===== src/sv/eas_pkg.sv =====
// Package for the encoder angle and speed estimator.
// Holds register indexes, reset values, limits and the controller types.
// No dependencies.
package eas_pkg;

  localparam int CFG_INDEX_BITS = 3;
  localparam int CFG_DATA_BITS  = 17;

  typedef enum logic [CFG_INDEX_BITS-1:0] {
    REG_ANGLE_OFFSET = 3'd0,
    REG_POLE_COUNT   = 3'd1,
    REG_SPEED_GAIN   = 3'd2,
    REG_SPEED_LIMIT  = 3'd3,
    REG_NEW_WEIGHT   = 3'd4,
    REG_OLD_WEIGHT   = 3'd5
  } reg_index_t;

  localparam logic [13:0] ANGLE_OFFSET_RST = 14'd0;
  localparam logic [6:0]  POLE_COUNT_RST   = 7'd1;
  localparam logic [15:0] SPEED_GAIN_RST   = 16'd7500;
  localparam logic [16:0] SPEED_LIMIT_RST  = 17'd80000;
  localparam logic [15:0] NEW_WEIGHT_RST   = 16'd21845;
  localparam logic [15:0] OLD_WEIGHT_RST   = 16'd45875;

  localparam logic signed [19:0] SPEED_MAX = 20'sd131071;

  typedef enum logic [2:0] {
    ST_IDLE,
    ST_ANGLE,
    ST_GAIN,
    ST_ELEC,
    ST_NEW,
    ST_OLD,
    ST_SUM,
    ST_DONE
  } state_t;

  typedef enum logic [1:0] {
    MUL_GAIN,
    MUL_ELEC,
    MUL_NEW,
    MUL_OLD
  } mul_sel_t;

  typedef struct packed {
    logic     load_word;
    logic     calc_angle;
    mul_sel_t mul_sel;
    logic     raw_en;
    logic     elec_en;
    logic     acc_en;
    logic     sum_en;
    logic     out_load;
  } dp_cmd_t;

endpackage


===== src/sv/eas_ctrl.sv =====
// Controller state machine for the encoder angle and speed estimator.
// Sequences the shared multiplier and owns both channel handshakes; uses eas_pkg.
module eas_ctrl
  import eas_pkg::*;
(
  input  logic    clk,
  input  logic    rst,
  input  logic    in_valid,
  output logic    in_stall,
  output logic    out_valid,
  input  logic    out_stall,
  output dp_cmd_t cmd
);

  state_t state, state_next;
  logic   out_valid_next;

  always_ff @(posedge clk) begin
    if (rst) begin
      state     <= ST_IDLE;
      out_valid <= 1'b0;
    end else begin
      state     <= state_next;
      out_valid <= out_valid_next;
    end
  end

  always_comb begin
    state_next     = state;
    out_valid_next = out_valid && out_stall;
    cmd            = '0;
    cmd.mul_sel    = MUL_GAIN;
    in_stall       = (state != ST_IDLE);
    case (state)
      ST_IDLE: begin
        if (in_valid) begin
          cmd.load_word = 1'b1;
          state_next    = ST_ANGLE;
        end
      end
      ST_ANGLE: begin
        cmd.calc_angle = 1'b1;
        state_next     = ST_GAIN;
      end
      ST_GAIN: begin
        cmd.mul_sel = MUL_GAIN;
        state_next  = ST_ELEC;
      end
      ST_ELEC: begin
        cmd.mul_sel = MUL_ELEC;
        cmd.raw_en  = 1'b1;
        state_next  = ST_NEW;
      end
      ST_NEW: begin
        cmd.mul_sel = MUL_NEW;
        cmd.elec_en = 1'b1;
        state_next  = ST_OLD;
      end
      ST_OLD: begin
        cmd.mul_sel = MUL_OLD;
        cmd.acc_en  = 1'b1;
        state_next  = ST_SUM;
      end
      ST_SUM: begin
        cmd.sum_en = 1'b1;
        state_next = ST_DONE;
      end
      ST_DONE: begin
        if (!out_valid || !out_stall) begin
          cmd.out_load   = 1'b1;
          out_valid_next = 1'b1;
          state_next     = ST_IDLE;
        end
      end
      default: begin
        state_next = ST_IDLE;
      end
    endcase
  end

endmodule


===== src/sv/eas_dp.sv =====
// Datapath for the encoder angle and speed estimator: configuration registers,
// parity check, angle forming, one shared multiplier and the speed filter; uses eas_pkg.
module eas_dp
  import eas_pkg::*;
#(
  parameter int ANGLE_BITS = 14
) (
  input  logic                      clk,
  input  logic                      rst,
  input  logic                      cfg_write,
  input  logic [CFG_INDEX_BITS-1:0] cfg_index,
  input  logic [CFG_DATA_BITS-1:0]  cfg_data,
  input  logic [15:0]               response_word,
  input  dp_cmd_t                   cmd,
  output logic [ANGLE_BITS-1:0]     mech_angle,
  output logic [ANGLE_BITS-1:0]     elec_angle,
  output logic signed [17:0]        speed,
  output logic                      parity_error
);

  localparam logic signed [17:0] HALF_TURN = 18'sd1 <<< (ANGLE_BITS - 1);
  localparam logic signed [17:0] TURN      = 18'sd1 <<< ANGLE_BITS;

  logic [13:0] angle_offset;
  logic [6:0]  pole_count;
  logic [15:0] speed_gain;
  logic [16:0] speed_limit;
  logic [15:0] new_weight;
  logic [15:0] old_weight;

  logic [ANGLE_BITS-1:0] held_count;
  logic [ANGLE_BITS-1:0] previous_angle;
  logic signed [17:0]    previous_raw_speed;

  logic                  perr;
  logic [ANGLE_BITS-1:0] mech;
  logic [ANGLE_BITS-1:0] elec;
  logic signed [17:0]    delta;
  logic signed [17:0]    raw;
  logic signed [34:0]    prod;
  logic signed [34:0]    acc;
  logic signed [17:0]    speed_res;

  logic                  word_ok;
  logic [16:0]           mech_diff;
  logic [ANGLE_BITS-1:0] mech_c;
  logic signed [17:0]    delta_c;
  logic signed [17:0]    delta_wrap;
  logic signed [17:0]    mul_a;
  logic signed [16:0]    mul_b;
  logic signed [34:0]    prod_adj;
  logic signed [27:0]    raw_q;
  logic signed [27:0]    lim_pos;
  logic signed [27:0]    lim_neg;
  logic signed [17:0]    raw_next;
  logic signed [35:0]    sum;
  logic signed [35:0]    sum_adj;
  logic signed [19:0]    filt;
  logic signed [17:0]    speed_next;

  always_ff @(posedge clk) begin
    if (rst) begin
      angle_offset <= ANGLE_OFFSET_RST;
      pole_count   <= POLE_COUNT_RST;
      speed_gain   <= SPEED_GAIN_RST;
      speed_limit  <= SPEED_LIMIT_RST;
      new_weight   <= NEW_WEIGHT_RST;
      old_weight   <= OLD_WEIGHT_RST;
    end else if (cfg_write) begin
      case (cfg_index)
        REG_ANGLE_OFFSET: angle_offset <= cfg_data[13:0];
        REG_POLE_COUNT:   pole_count   <= cfg_data[6:0];
        REG_SPEED_GAIN:   speed_gain   <= cfg_data[15:0];
        REG_SPEED_LIMIT:  speed_limit  <= cfg_data[16:0];
        REG_NEW_WEIGHT:   new_weight   <= cfg_data[15:0];
        REG_OLD_WEIGHT:   old_weight   <= cfg_data[15:0];
        default: begin
        end
      endcase
    end
  end

  assign word_ok    = ~(^response_word);
  assign mech_diff  = 17'(angle_offset) - 17'(held_count);
  assign mech_c     = mech_diff[ANGLE_BITS-1:0];
  assign delta_c    = $signed(18'(mech_c)) - $signed(18'(previous_angle));

  always_comb begin
    delta_wrap = delta_c;
    if (delta_c > HALF_TURN) begin
      delta_wrap = delta_c - TURN;
    end else if (delta_c < -HALF_TURN) begin
      delta_wrap = delta_c + TURN;
    end
  end

  always_comb begin
    case (cmd.mul_sel)
      MUL_GAIN: begin
        mul_a = delta;
        mul_b = $signed({1'b0, speed_gain});
      end
      MUL_ELEC: begin
        mul_a = $signed(18'(mech));
        mul_b = $signed({10'b0, pole_count});
      end
      MUL_NEW: begin
        mul_a = raw;
        mul_b = $signed({1'b0, new_weight});
      end
      MUL_OLD: begin
        mul_a = previous_raw_speed;
        mul_b = $signed({1'b0, old_weight});
      end
      default: begin
        mul_a = delta;
        mul_b = $signed({1'b0, speed_gain});
      end
    endcase
  end

  assign prod_adj = prod + (prod[34] ? 35'sd255 : 35'sd0);
  assign raw_q    = 28'(prod_adj >>> 8);
  assign lim_pos  = $signed({11'b0, speed_limit});
  assign lim_neg  = -lim_pos;

  always_comb begin
    if (raw_q > lim_pos) begin
      raw_next = lim_pos[17:0];
    end else if (raw_q < lim_neg) begin
      raw_next = lim_neg[17:0];
    end else begin
      raw_next = raw_q[17:0];
    end
  end

  assign sum     = 36'(acc) + 36'(prod);
  assign sum_adj = sum + (sum[35] ? 36'sd65535 : 36'sd0);
  assign filt    = 20'(sum_adj >>> 16);

  always_comb begin
    if (filt > SPEED_MAX) begin
      speed_next = SPEED_MAX[17:0];
    end else if (filt < -SPEED_MAX) begin
      speed_next = 18'(-SPEED_MAX);
    end else begin
      speed_next = filt[17:0];
    end
  end

  always_ff @(posedge clk) begin
    if (rst) begin
      held_count         <= '0;
      previous_angle     <= '0;
      previous_raw_speed <= '0;
    end else begin
      if (cmd.load_word && word_ok) begin
        held_count <= response_word[ANGLE_BITS-1:0];
      end
      if (cmd.sum_en) begin
        previous_angle     <= mech;
        previous_raw_speed <= raw;
      end
    end
  end

  always_ff @(posedge clk) begin
    prod <= mul_a * mul_b;
    if (cmd.load_word) begin
      perr <= ~word_ok;
    end
    if (cmd.calc_angle) begin
      mech  <= mech_c;
      delta <= delta_wrap;
    end
    if (cmd.raw_en) begin
      raw <= raw_next;
    end
    if (cmd.elec_en) begin
      elec <= prod[ANGLE_BITS-1:0];
    end
    if (cmd.acc_en) begin
      acc <= prod;
    end
    if (cmd.sum_en) begin
      speed_res <= speed_next;
    end
    if (cmd.out_load) begin
      mech_angle   <= mech;
      elec_angle   <= elec;
      speed        <= speed_res;
      parity_error <= perr;
    end
  end

endmodule


===== src/sv/encoder_angle_speed_estimator.sv =====
// Top level of the encoder angle and speed estimator.
// Joins eas_ctrl and eas_dp; uses eas_pkg.
//
// Usage:
//   Input channel: response_word with in_valid / in_stall, one sensor frame per
//   transaction. Output channel: mech_angle, elec_angle, speed and
//   parity_error with out_valid / out_stall, one result per input transaction.
//   Configuration: cfg_write with cfg_index and cfg_data, one register per cycle;
//   the user must write registers only while the block is idle; the block does not enforce it.
// Sequencing:
//   A frame steps through ANGLE, GAIN, ELEC, NEW, OLD, SUM and DONE. One shared
//   multiplier is used four times per frame (gain, pole pairs, two filter
//   weights), so the block takes no new frame until the last one is done.
// Reset:
//   Synchronous and active high; restores the register defaults and clears the
//   held count, previous angle and previous raw speed.
// Receiver stall:
//   A pending result holds on the output; the block still takes one further
//   frame, computes it and waits with in_stall high until the output is free.
module encoder_angle_speed_estimator
  import eas_pkg::*;
#(
  parameter int ANGLE_BITS = 14
) (
  input  logic                      clk,
  input  logic                      rst,
  input  logic                      cfg_write,
  input  logic [CFG_INDEX_BITS-1:0] cfg_index,
  input  logic [CFG_DATA_BITS-1:0]  cfg_data,
  input  logic                      in_valid,
  output logic                      in_stall,
  input  logic [15:0]               response_word,
  output logic                      out_valid,
  input  logic                      out_stall,
  output logic [ANGLE_BITS-1:0]     mech_angle,
  output logic [ANGLE_BITS-1:0]     elec_angle,
  output logic signed [17:0]        speed,
  output logic                      parity_error
);

  dp_cmd_t cmd;

  eas_ctrl u_ctrl (
    .clk       (clk),
    .rst       (rst),
    .in_valid  (in_valid),
    .in_stall  (in_stall),
    .out_valid (out_valid),
    .out_stall (out_stall),
    .cmd       (cmd)
  );

  eas_dp #(
    .ANGLE_BITS (ANGLE_BITS)
  ) u_dp (
    .clk           (clk),
    .rst           (rst),
    .cfg_write     (cfg_write),
    .cfg_index     (cfg_index),
    .cfg_data      (cfg_data),
    .response_word (response_word),
    .cmd           (cmd),
    .mech_angle    (mech_angle),
    .elec_angle    (elec_angle),
    .speed         (speed),
    .parity_error  (parity_error)
  );

endmodule


===== config.mk =====
export PLATFORM = sky130hd
export DESIGN_NAME = encoder_angle_speed_estimator
export DESIGN_NICKNAME = d
export VERILOG_FILES = /design/src/sv/eas_pkg.sv /design/src/sv/eas_ctrl.sv /design/src/sv/eas_dp.sv /design/src/sv/encoder_angle_speed_estimator.sv
export SDC_FILE = /design/constraint.sdc
export NUM_CORES = 2
export LEC_CHECK = 0
export ABC_AREA = 1
export BUFFER_PORTS_ARGS = -buffer_cell sky130_fd_sc_hd__buf_4
export CORE_MARGIN = 8
export CORE_UTILIZATION = 50
export DETAILED_ROUTE_END_ITERATION = 10
export GPL_ROUTABILITY_DRIVEN = 0
export PLACE_DENSITY = 0.76
export SLEW_MARGIN = 20
export SYNTH_ARGS = -nofsm -noshare
export SYNTH_HDL_FRONTEND = slang
export SYNTH_SLANG_ARGS = --single-unit
export TNS_END_PERCENT = 100

===== constraint.sdc =====
create_clock -name clk -period 10.28 [get_ports clk]
set_input_delay 3.084 -clock clk [delete_from_list [all_inputs] [get_ports clk]]
set_output_delay 3.084 -clock clk [all_outputs]
set_load 0.02 [all_outputs]

==> key figures <==
Layout
  • Area delta synth->final: 9.469%
  • Finished layout cell area: 32230 sq um
  • Layout cell share with drive strength beyond 1: 0.07774
  • Ant. Diodes: 0
  • Final nets: 4222

STA
  • Hold Vio Cnt, Final: 0
  • Fin crit share: 0.8666
  • Setup repair after global routing missed its margin: false
  • Slew Limit Fails: 0
  • Sum Neg Setup Slack: 0 ns
  • Max-Slew Margin vs Limit: 0.3002
  • Worst-margin pin slew: 1.046 ns
  • Max frequency: 0.1122 GHz
  • Hold Worst Slack: 0.4163 ns
  • Worst setup margin: 1.371 ns
  • Minimum clock period: 8.909 ns
  • Final setup vio count: 0
  • Clk_skew: 0.03265 ns

Outcome
  • Status: finished clean

Route
  • Starting DRT DRC Count: 2025
  • WL/cell: 17.40 um
  • Via count: 24010
  • DR pass1 iterations: 6
  • Post-DR vias/cell: 5.378
  • WL final: 77700 um
  • Post-DRT Antenna Nets: 0
  • DRC violations left: 0

Critical path
  • Crit-path max FO: 16
  • Depth of the most critical reg-to-reg path: 33
  • Crit path max-delay cell type: a21oi_1
  • FF-to-FF End: u_dp.prod[34]$_DFF_P_
  • CP Capture Type: register
  • Worst endpoint data arrival time: 9.36 ns
  • Cell mode on critical path: inv_1
  • Crit Path Category: reg -> reg
  • Crit-path max cell delay: 0.64 ns
  • CP Data Required Time: 10.73 ns
  • Worst r2r src: u_ctrl.state[1]$_SDFFE_PP0P_
  • CP startpoint kind: register
  • R2R setup slack: 1.37 ns

Synth
  • Syn Inst Count: 3591
  • Main flop type after synthesis: dfxtp_1
  • Synthesized Nets: 4150
  • EDFF count, synth: 163
  • Sequential area share after synthesis: 0.2825
  • Post-synth top area share: 0.2013
  • Largest cells by area after synthesis: fa_1, edfxtp_1, dfxtp_1
  • Cell area after synthesis: 29440 sq um
  • Synth unique cells: 55
  • #FFs+latches synth: 334
  • Post-synth top area cell: fa_1
  • Avg Cell Area, Syn: 8.198 sq um
  • Asr flop ratio synth: 0
  • Synth Warn #: 0

Global route
  • GR Util All Layers: 0.2324
  • Global-route wire length before repair: 125600 um
  • GRT overflow: 0
  • Largest net degree at the start of global routing: 79
  • Initial antenna violation count: 1
  • Vias in the first global route: 24270

CTS
  • H-tree depth: 2
  • Skew-Pair Late Insertion Delay: 0.58 ns
  • Total CTS buffers: 38
  • Clock transition at path regs: 0.06 ns
  • Post-CTS Hold Buffers: 0
  • Root Driver: clkbuf_16
  • Clock Sinks: 334
  • CTS tree: done
  • Post-CTS sizing: 0
  • Post-CTS Setup Bufs: 0
  • Clock buffer depth: 3

Floorplanning
  • I/O pins: 90
  • Std-Cell Rows: 89
  • Die Y: 258.7 um
  • Die area: 66900 sq um
  • Core area: 58570 sq um
  • Die W: 258.7 um
  • Initial Util: 0.5026

Placed design
  • Dpl ws: 1.486 ns
  • Placed cell area: 30970 sq um
  • Input/output buffers: 89
  • DP HPWL: 62590 um

Worst hold path
  • Hold path cells: 0
  • End of the worst hold path: u_dp.elec_angle[6]$_DFFE_PP_
  • Hold wc startpoint: u_dp.elec[6]$_DFFE_PP_
  • Worst hold path class: reg -> reg

Job
  • MaxCap Viol Count: 0
## cell usage after synthesis (6+ instances only)
| master | instances |
|---|---|
| inv_2 | 14 |
| xnor2_1 | 42 |
| o21bai_1 | 11 |
| nand2_1 | 723 |
| edfxtp_1 | 163 |
| nand4_1 | 52 |
| nand3_1 | 103 |
| nor3_1 | 19 |
| dfxtp_1 | 171 |
| o21ai_0 | 185 |
| nor3_2 | 6 |
| inv_1 | 669 |
| nand3_2 | 7 |
| nand2_2 | 28 |
| fa_1 | 296 |
| o211ai_1 | 21 |
| o21ai_1 | 6 |
| o22ai_1 | 10 |
| a21oi_1 | 202 |
| clkbuf_1 | 82 |
| o21a_1 | 6 |
| nor2_2 | 13 |
| or2_2 | 17 |
| nor2_1 | 370 |
| ha_1 | 222 |
| xor2_1 | 82 |
## cells in the final DEF (no fill, tap or decap), types with 7 or more instances in the layout
cell type,instances
nand2_1,723
inv_1,668
nor2_1,368
fa_1,296
ha_1,222
a21oi_1,201
o21ai_0,183
dfxtp_1,171
edfxtp_1,163
buf_4,117
nand3_1,103
xor2_1,82
nand4_1,52
xnor2_1,42
clkbuf_16,38
nand2_2,28
o211ai_1,21
nor3_1,18
or2_2,17
nor2_2,15
inv_2,15
o21bai_1,11
o22ai_1,10
o21ai_1,8
clkinv_2,8
clkbuf_1,8
nand3_2,7
nor3_2,7
## per-layer routing
metal  vias to the layer above  GRT usage  wire length (um)
li1                      11450          -                 -
met1                     11370     0.2890             31500
met2                       953     0.3934             36520
met3                       240    0.03608              5716
met4                         0     0.1119              3970
met5                         -          0                 0
## stage by stage
stage               std cells    util
finish                   4465  0.5502
detailed placement       4396  0.5288
global placement         4396  0.5288
CTS                      4465  0.5502
floorplan                3591       -
global route             4465  0.5502
## critical path, delay by kind of cell (launching register included)
kind	cells	cell delay [ns]
compound gates	7	1.85
xor+xnor	1	0.14
fa+ha+maj	8	3.31
buf+inv	9	1.93
flops	1	0.33
simple gates	8	1.20
## cells by family after synthesis
group	count (synthesis)	share of synthesized area
DFF	334	0.2825
AOI/OAI and AO/OA	474	0.08751
adders and majority gates	518	0.2956
xor gates and xnor gates	127	0.03893
and+or+nand+nor	1365	0.1962
buffers and inverters	773	0.09915
## worst max path at each step
stage | start | depth (start not counted) | slack, ns | to
floorplan | u_ctrl.state[1]$_SDFFE_PP0P_ | 32 | 2.51 | u_dp.prod[34]$_DFF_P_
global placement | u_ctrl.state[1]$_SDFFE_PP0P_ | 33 | 1.69 | u_dp.prod[34]$_DFF_P_
detailed placement | u_ctrl.state[0]$_SDFFE_PP0P_ | 33 | 1.49 | u_dp.prod[34]$_DFF_P_
CTS | u_ctrl.state[1]$_SDFFE_PP0P_ | 33 | 1.49 | u_dp.prod[34]$_DFF_P_
global route | u_ctrl.state[1]$_SDFFE_PP0P_ | 33 | 0.79 | u_dp.prod[34]$_DFF_P_
finish | u_ctrl.state[1]$_SDFFE_PP0P_ | 33 | 1.37 | u_dp.prod[34]$_DFF_P_
## final cells by class
cell class,count,area (sq um)
Fill cell,5286,26350
Clock buffer,48,1008
Clock inverter,21,247.7
Sequential cell,334,8318
Inverter,688,2584
Timing Repair Buffer,117,878.3
Tap cell,773,967.2
Multi-Input combinational cell,2484,18220
## registers in the layout, summed over array words and instances, names as in the netlist, 14 cells and up
name and cells:
u_dp.acc 35, u_dp.angle_offset 14, u_dp.delta 16, u_dp.elec 14
u_dp.elec_angle 14, u_dp.held_count 14, u_dp.mech 14, u_dp.mech_angle 14
u_dp.new_weight 16, u_dp.old_weight 16, u_dp.previous_angle 14, u_dp.previous_raw_speed 18
u_dp.prod 35, u_dp.raw 18, u_dp.speed 18, u_dp.speed_gain 16
u_dp.speed_limit 17, u_dp.speed_res 18
Power is left out: the tool's default activity adds up to more than one toggle a clock period on the data nets, which glitch-free logic cannot reach.
